<file path="src/hdl/htld_pkg.sv">
// Shared types and constants of the pre-order Huffman tree loader and decoder.
// Used by every module under hdl; depends on nothing.
`default_nettype none

package htld_pkg;

   localparam int unsigned CMD_W          = 2;
   localparam int unsigned SYM_W          = 8;
   localparam int unsigned REQ_DATA_W     = 16;
   localparam int unsigned RSP_DATA_W     = 8;
   localparam int unsigned RSP_FIFO_DEPTH = 4;
   localparam int unsigned RSP_PTR_W      = 2;
   localparam int unsigned RSP_LVL_W      = 3;

   typedef enum logic [CMD_W-1:0] {
      CMD_CLEAR = 2'd0,
      CMD_SHAPE = 2'd1,
      CMD_LEAF  = 2'd2,
      CMD_MSG   = 2'd3
   } cmd_type;

endpackage

`default_nettype wire

</file>
<file path="src/hdl/htld_rsp_fifo.sv">
// Result queue of the Huffman decoder: four registered entries in front of the rsp channel.
// Depends on htld_pkg.
`default_nettype none

module htld_rsp_fifo
   import htld_pkg::*;
(
   input  wire logic                  clock,
   input  wire logic                  reset,
   input  wire logic                  push,
   input  wire logic [RSP_DATA_W-1:0] push_data,
   output logic                       rsp_tvalid,
   input  wire logic                  rsp_tready,
   output logic [RSP_DATA_W-1:0]      rsp_tdata,
   output logic [RSP_LVL_W-1:0]       level
);

   logic [RSP_DATA_W-1:0] q_ff [RSP_FIFO_DEPTH];
   logic [RSP_PTR_W-1:0]  wr_ptr_ff, wr_ptr_in;
   logic [RSP_PTR_W-1:0]  rd_ptr_ff, rd_ptr_in;
   logic [RSP_LVL_W-1:0]  level_ff, level_in;
   logic                  pop;

   assign rsp_tvalid = (level_ff != '0);
   assign rsp_tdata  = q_ff[rd_ptr_ff];
   assign level      = level_ff;
   assign pop        = rsp_tvalid & rsp_tready;

   always_comb begin
      wr_ptr_in = push ? wr_ptr_ff + 1'b1 : wr_ptr_ff;
      rd_ptr_in = pop ? rd_ptr_ff + 1'b1 : rd_ptr_ff;
      case ({push, pop})
         2'b10:   level_in = level_ff + 1'b1;
         2'b01:   level_in = level_ff - 1'b1;
         default: level_in = level_ff;
      endcase
   end

   always_ff @(posedge clock) begin
      if (reset) begin
         wr_ptr_ff <= '0;
         rd_ptr_ff <= '0;
         level_ff  <= '0;
      end else begin
         wr_ptr_ff <= wr_ptr_in;
         rd_ptr_ff <= rd_ptr_in;
         level_ff  <= level_in;
      end
   end

   always_ff @(posedge clock) begin
      if (push) begin
         q_ff[wr_ptr_ff] <= push_data;
      end
   end

endmodule

`default_nettype wire

</file>
<file path="config.mk">
export PLATFORM = sky130hd
export DESIGN_NAME = htld_rsp_fifo
export DESIGN_NICKNAME = d
export VERILOG_FILES = /design/src/hdl/htld_pkg.sv /design/src/hdl/htld_rsp_fifo.sv
export SDC_FILE = /design/constraint.sdc
export NUM_CORES = 1
export LEC_CHECK = 0
export BUFFER_PORTS_ARGS = -buffer_cell sky130_fd_sc_hd__buf_2
export CAP_MARGIN = 0
export CORE_AREA = 4 4 60 62
export CTS_CLUSTER_DIAMETER = 150
export DETAILED_ROUTE_END_ITERATION = 7
export DIE_AREA = 0 0 64 66
export MAX_ROUTING_LAYER = met4
export PLACE_DENSITY = 0.7
export SKIP_CTS_REPAIR_TIMING = 1
export SYNTH_ARGS = -nofsm -noshare
export SYNTH_HDL_FRONTEND = slang
export SYNTH_SLANG_ARGS = --single-unit
</file>
<file path="constraint.sdc">
create_clock -name clock -period 2.32 [get_ports clock]
set_input_delay 0.232 -clock clock [delete_from_list [all_inputs] [get_ports clock]]
set_output_delay 0.232 -clock clock [all_outputs]
set_load 0.02 [all_outputs]
</file>
-- After elaboration in Yosys (flattened, before gate mapping)
Memories as Yosys holds them, arrays and structs flattened. A register that Yosys moved wholly into a read port is not among the register bits.
Index checks and enable logic that the tools add are counted.
- flip-flop bits (word level): 7
- RAM bits: 32
- bits of input ports: 12
- word-level logic and storage cells: 18
- memories kept: 1
- add/sub/neg operators: 4
- equality and inequality tests: 2
- muxes and demuxes: 5
- bitwise gates (word level): 1
- reduce and logical (&&, ||, !) cells: 2
- memory list (memory ; depth ; bits a word ; rd ports ; clocked after Yosys merged registers in ; wr ports ; RTL line ; RTL):
    q_ff ; 4 ; 8 ; 1 ; 1 ; 1 ; htld_rsp_fifo.sv:18 ; logic [RSP_DATA_W-1:0] q_ff [RSP_FIFO_DEPTH];
- operator list (kind ; number):
    $pmux W3 S2 ; 1
    $add A2 B1 Y2 const B ; 2
    $mux W2 ; 2
    $add A3 B1 Y3 const B ; 1
    $reduce_bool A3 Y1 ; 1
    $sub A3 B1 Y3 const B ; 1
    $eq A2 B1 Y1 const B ; 1
    $eq A2 B2 Y1 const B ; 1
    $mux W1 ; 2
    $reduce_bool A2 Y1 ; 1
    $and A1 B1 Y1 ; 1

-- Logic depth before layout (Yosys ltp)
- word-level depth: 4
- depth in mapped cells: 7
- depth with buffers taken out: 7

-- Worst setup path after synthesis
Ideal clock, no wire load.
- path type: flip-flop to flip-flop
- from: register level_ff[0], in the netlist level[0]
- to: register level_ff[2], in the netlist level[2]
- library setup time: 0.070 ns
- arrival time: 1.881 ns
- slack: 0.369 ns
- cell stages (with the launch flop): 8
- path buffers: 0
- clock period less this slack: 1.951 ns
- path through: dfxtp_1 -> o31a_2 -> ha_1 -> inv_1 -> fa_1 -> xor2_1 -> or3_1 -> a21oi_1
- cells in the longest elaborated chain, start to end: 4
- ends and longest elaborated chain (what ; RTL line ; RTL):
    start: declaration ; htld_rsp_fifo.sv:21 ; logic [RSP_LVL_W-1:0] level_ff, level_in;
    start signal: assignment ; htld_rsp_fifo.sv:47 ; level_ff <= level_in;
    $reduce_bool A3 Y1 * ; htld_rsp_fifo.sv:24 ; assign rsp_tvalid = (level_ff != '0);
    $and A1 B1 Y1 * ; htld_rsp_fifo.sv:27 ; assign pop = rsp_tvalid & rsp_tready;
    named net pop ; htld_rsp_fifo.sv:22 ; logic pop;
    $eq A2 B1 Y1 or $eq A2 B2 Y1 (tied branches) ; htld_rsp_fifo.sv:32 ; case ({push, pop})
    $pmux W3 S2 or $reduce_bool A2 Y1 (tied branches) ; - ;
The timed path passes the listed nets; every way through them passes the cells marked *.
A chain may end at the register's enable or synchronous reset.

==> results.md <==
- The run finished with clean final reports.
- Once the floorplan was initialized, standard cells occupied 53.39% of the core.
- On the final layout, the worst clock skew is 0.005510 ns.
- Summing all placed instances gives a cell area of 0.001767 mm².
- The warning count from the yosys run is 0.
- The global-route wire length before repair is 3822 µm.
- In the routed layout, each cell is associated on average with a via count of 4.981.
- The clock sink count is 41.
- Synthesis inferred 41 register bits.
- The number of max-cap violations is 0.
- In this run the count of I/O pins placed on the die edge is 24.
- The critical path buffer and inverter count is 1.
- After detailed routing, the number of remaining DRC violations is 0.
- After layout, the minimum clock period comes to about 2 ns.
- The worst hold path begins at push_data[1].
- The region available for standard cell placement spans 0.003028 mm².
- The antenna cell count is 0.
- The post-route clock period utilization is 85.82%.
- The number of hold violations in the final report was 0.
- The total leakage power is between 0.6 and 0.7 nW.
- The library cell occupying the most area in the post-synthesis netlist is sky130_fd_sc_hd__edfxtp_1.
- The startpoint identified for the worst register-to-register timing path is level[0].
- The net count of the finished layout is roughly 130.
- The worst setup path is captured at a primary output.
- The summed area of non-filler cells in the final layout is 0.001826 mm².
- The floorplan step defined a die boundary enclosing 0.004224 mm².
- Across all hold checks on the routed design, the worst slack comes to about 0.12 ns.
- Based on the critical path, the design can be clocked at up to 502.3 MHz.
- The routability congestion estimate from global placement is 0.6965.
- The setup slack at placement is 0.3716 ns.
- Data arrives at the worst endpoint at 1.76 ns.
- Counting every instance in the synthesized netlist gives a little under 90.
- The post-route netlist has ~34% of its cells at a drive strength greater than 1.
- The remaining antenna violation count is 0.
- In this run the tightest slew margin relative to its limit is 63.05%.
- Overall power consumption after layout is estimated at 0.001770 W.
- For this block, the via count after detailed routing is 802.
- In this run the mean area of a mapped cell was 18.16 µm².
- After synthesis, the largest area contributor takes up 59.44% of total cell area.
- The setup TNS after final layout is 0 ns.
- In this run, CTS created clock tree buffers numbering 5.
- The max-slew violation total from the final report is 0.
- The type of the tightest min-delay check is in2reg.
- The kind of critical path is reg2out.
- At the worst endpoint, the required time is 2.09 ns.
- The clock-pin slew on the worst setup and hold paths is 0.10 ns.
- The highest cell delay on the worst timing path is about 0.68 ns.
- In the global route stage, overall resource usage came out at 12.94%.
- Ranked by total cell area, the synthesized netlist is headed by sky130_fd_sc_hd__edfxtp_1 (59%), sky130_fd_sc_hd__dfxtp_1 (11%), sky130_fd_sc_hd__mux4_2 (11%), sky130_fd_sc_hd__ha_1 (3.9%), sky130_fd_sc_hd__nor2_1 (1.9%).
- The synthesis-to-finish area growth is 12.93%.
- The pre-antenna-repair detailed-routing pass consisted of 4 iterations.
- At the pin with the least slew margin, the transition time is 0.5534 ns.
- For this design, the slowest cell found on the critical path is sky130_fd_sc_hd__dfxtp_1.
- CTS placed an instance of sky130_fd_sc_hd__clkbuf_4 at the clock tree root.
- The worst setup path is launched from a flip-flop.
- The top cell types in the final layout, fill and taps aside, are sky130_fd_sc_hd__edfxtp_1 (32), sky130_fd_sc_hd__buf_2 (23), sky130_fd_sc_hd__dfxtp_1 (9).
- Traced cell by cell, the critical path runs through mux4_2 -> buf_2.
- In this run the number of H-tree levels came out at 2.
- In this run the cell area of the synthesized design comes to 0.001617 mm².
- Among cell families on the critical path, the largest total delay comes from flip-flops.
- After legalization and detailed placement, the total HPWL measured 1698 µm.
- The commonest non-fill, non-tap cell in the layout is sky130_fd_sc_hd__edfxtp_1.
- The clock tree from TritonCTS is built.
- Measured along the y axis, the die boundary spans 66 µm.
- The proportion of synthesized chip area in sequential cells is ~71%.
- Global routing finished with a remaining overflow of 0.
- The pin count of the biggest net entering global routing is 13.
- The horizontal extent of the die is 64 µm.
- In the post-route analysis, the smallest setup slack over all paths is 0.3290 ns.
- The number of antenna violations at the first check in global routing is 0.
- The later-pin clock latency in the skew report is 0.32 ns.
- The worst vdd rail ir drop is 0.5642 mV.
- Setup repair after global routing left no endpoint under its margin.
- The post-synthesis net count is 107.
- The final layout contains routed wiring with a total length of 2370 µm.
- Setup violations remaining at the end of the flow were counted as 0.
- The cell row count is 20.
- The DRC marker count from the first detailed-route iteration is 26.
- The routed length per placed instance is 14.72 µm.
- The count of buffers added on input and output ports is 23.
- The maximum buffer depth of the clock tree is 2.
- Along the worst path, the maximum fanout reaches 8.
- The number of distinct library cells after synthesis is 20.
- The number of global-route vias before repair is 826.
- The power density over cell area is 969.4 mW/mm².
state kept, by name (all words and copies together) (netlist names), named ones only:
register and count:
level 3, wr_ptr_ff 2, q_ff 32, rd_ptr_ff 2
metrics by stage:
step,cells,util [%]
after detailed placement,153,58.35
after global routing,161,60.29
after floorplan,89,-
after global placement,153,58.35
after CTS,161,60.29
final,161,60.29
synth_stat cells:
| cell type | number |
|---|---|
| sky130_fd_sc_hd__o311ai_2 | 1 |
| sky130_fd_sc_hd__xnor2_2 | 1 |
| sky130_fd_sc_hd__mux4_2 | 8 |
| sky130_fd_sc_hd__dfxtp_1 | 9 |
| sky130_fd_sc_hd__or3_1 | 2 |
| sky130_fd_sc_hd__inv_1 | 6 |
| sky130_fd_sc_hd__ha_1 | 5 |
| sky130_fd_sc_hd__clkbuf_2 | 1 |
| sky130_fd_sc_hd__buf_6 | 1 |
| sky130_fd_sc_hd__o31a_2 | 1 |
| sky130_fd_sc_hd__xnor2_1 | 1 |
| sky130_fd_sc_hd__fa_1 | 1 |
| sky130_fd_sc_hd__mux2i_1 | 1 |
| sky130_fd_sc_hd__nor2_1 | 8 |
| sky130_fd_sc_hd__a21oi_1 | 2 |
| sky130_fd_sc_hd__and2_1 | 4 |
| sky130_fd_sc_hd__edfxtp_1 | 32 |
| sky130_fd_sc_hd__clkbuf_1 | 1 |
| sky130_fd_sc_hd__o21ai_0 | 1 |
| sky130_fd_sc_hd__xor2_1 | 3 |
power breakdown:
part           internal, W  switching, W
Clock             0.000150      0.000200
Sequential        0.000861     0.0000874
Combinational     0.000222      0.000250
final timing paths:
path | endpoint | slack [ns] | depth (start not counted)
setup / recovery | rsp_tdata[3] | 0.33 | 2
hold / removal | q_ff[1][1] | 0.12 | 1
setup reg to reg | level[2] | 0.35 | 7
hold reg to reg | flip-flop | 0.56 | 2
layout make-up:
| class | count | area (µm²) |
|---|---|---|
| Inverter | 6 | 22.52 |
| Timing Repair Buffer | 23 | 115.1 |
| Multi-Input combinational cell | 39 | 432.9 |
| Tap cell | 44 | 55.05 |
| Fill cell | 234 | 1202 |
| Clock buffer | 8 | 58.81 |
| Sequential cell | 41 | 1141 |
layer usage:
layer  vias to the layer above  part of all wire [%]  track usage [%]
li1                        386                     -                -
met1                       390                    39            13.99
met2                        21                    54            21.94
met3                         5                   5.1            4.082
met4                         0                   1.6            5.660
met5                         -                     0                -
kinds of logic (layout without fill, tap and decap cells):
kind of cell	after synthesis	count (layout)	synth area share (%)
and+or+nand+nor	14	14	4.179
xor gates and xnor gates	5	5	3.174
DFF	41	41	70.59
muxes	9	9	11.76
buffers and inverters	9	37	2.631
adders and majority gates	6	6	5.108
AOI/OAI and AO/OA	5	5	2.554
(Power assumes the default switching activity.)
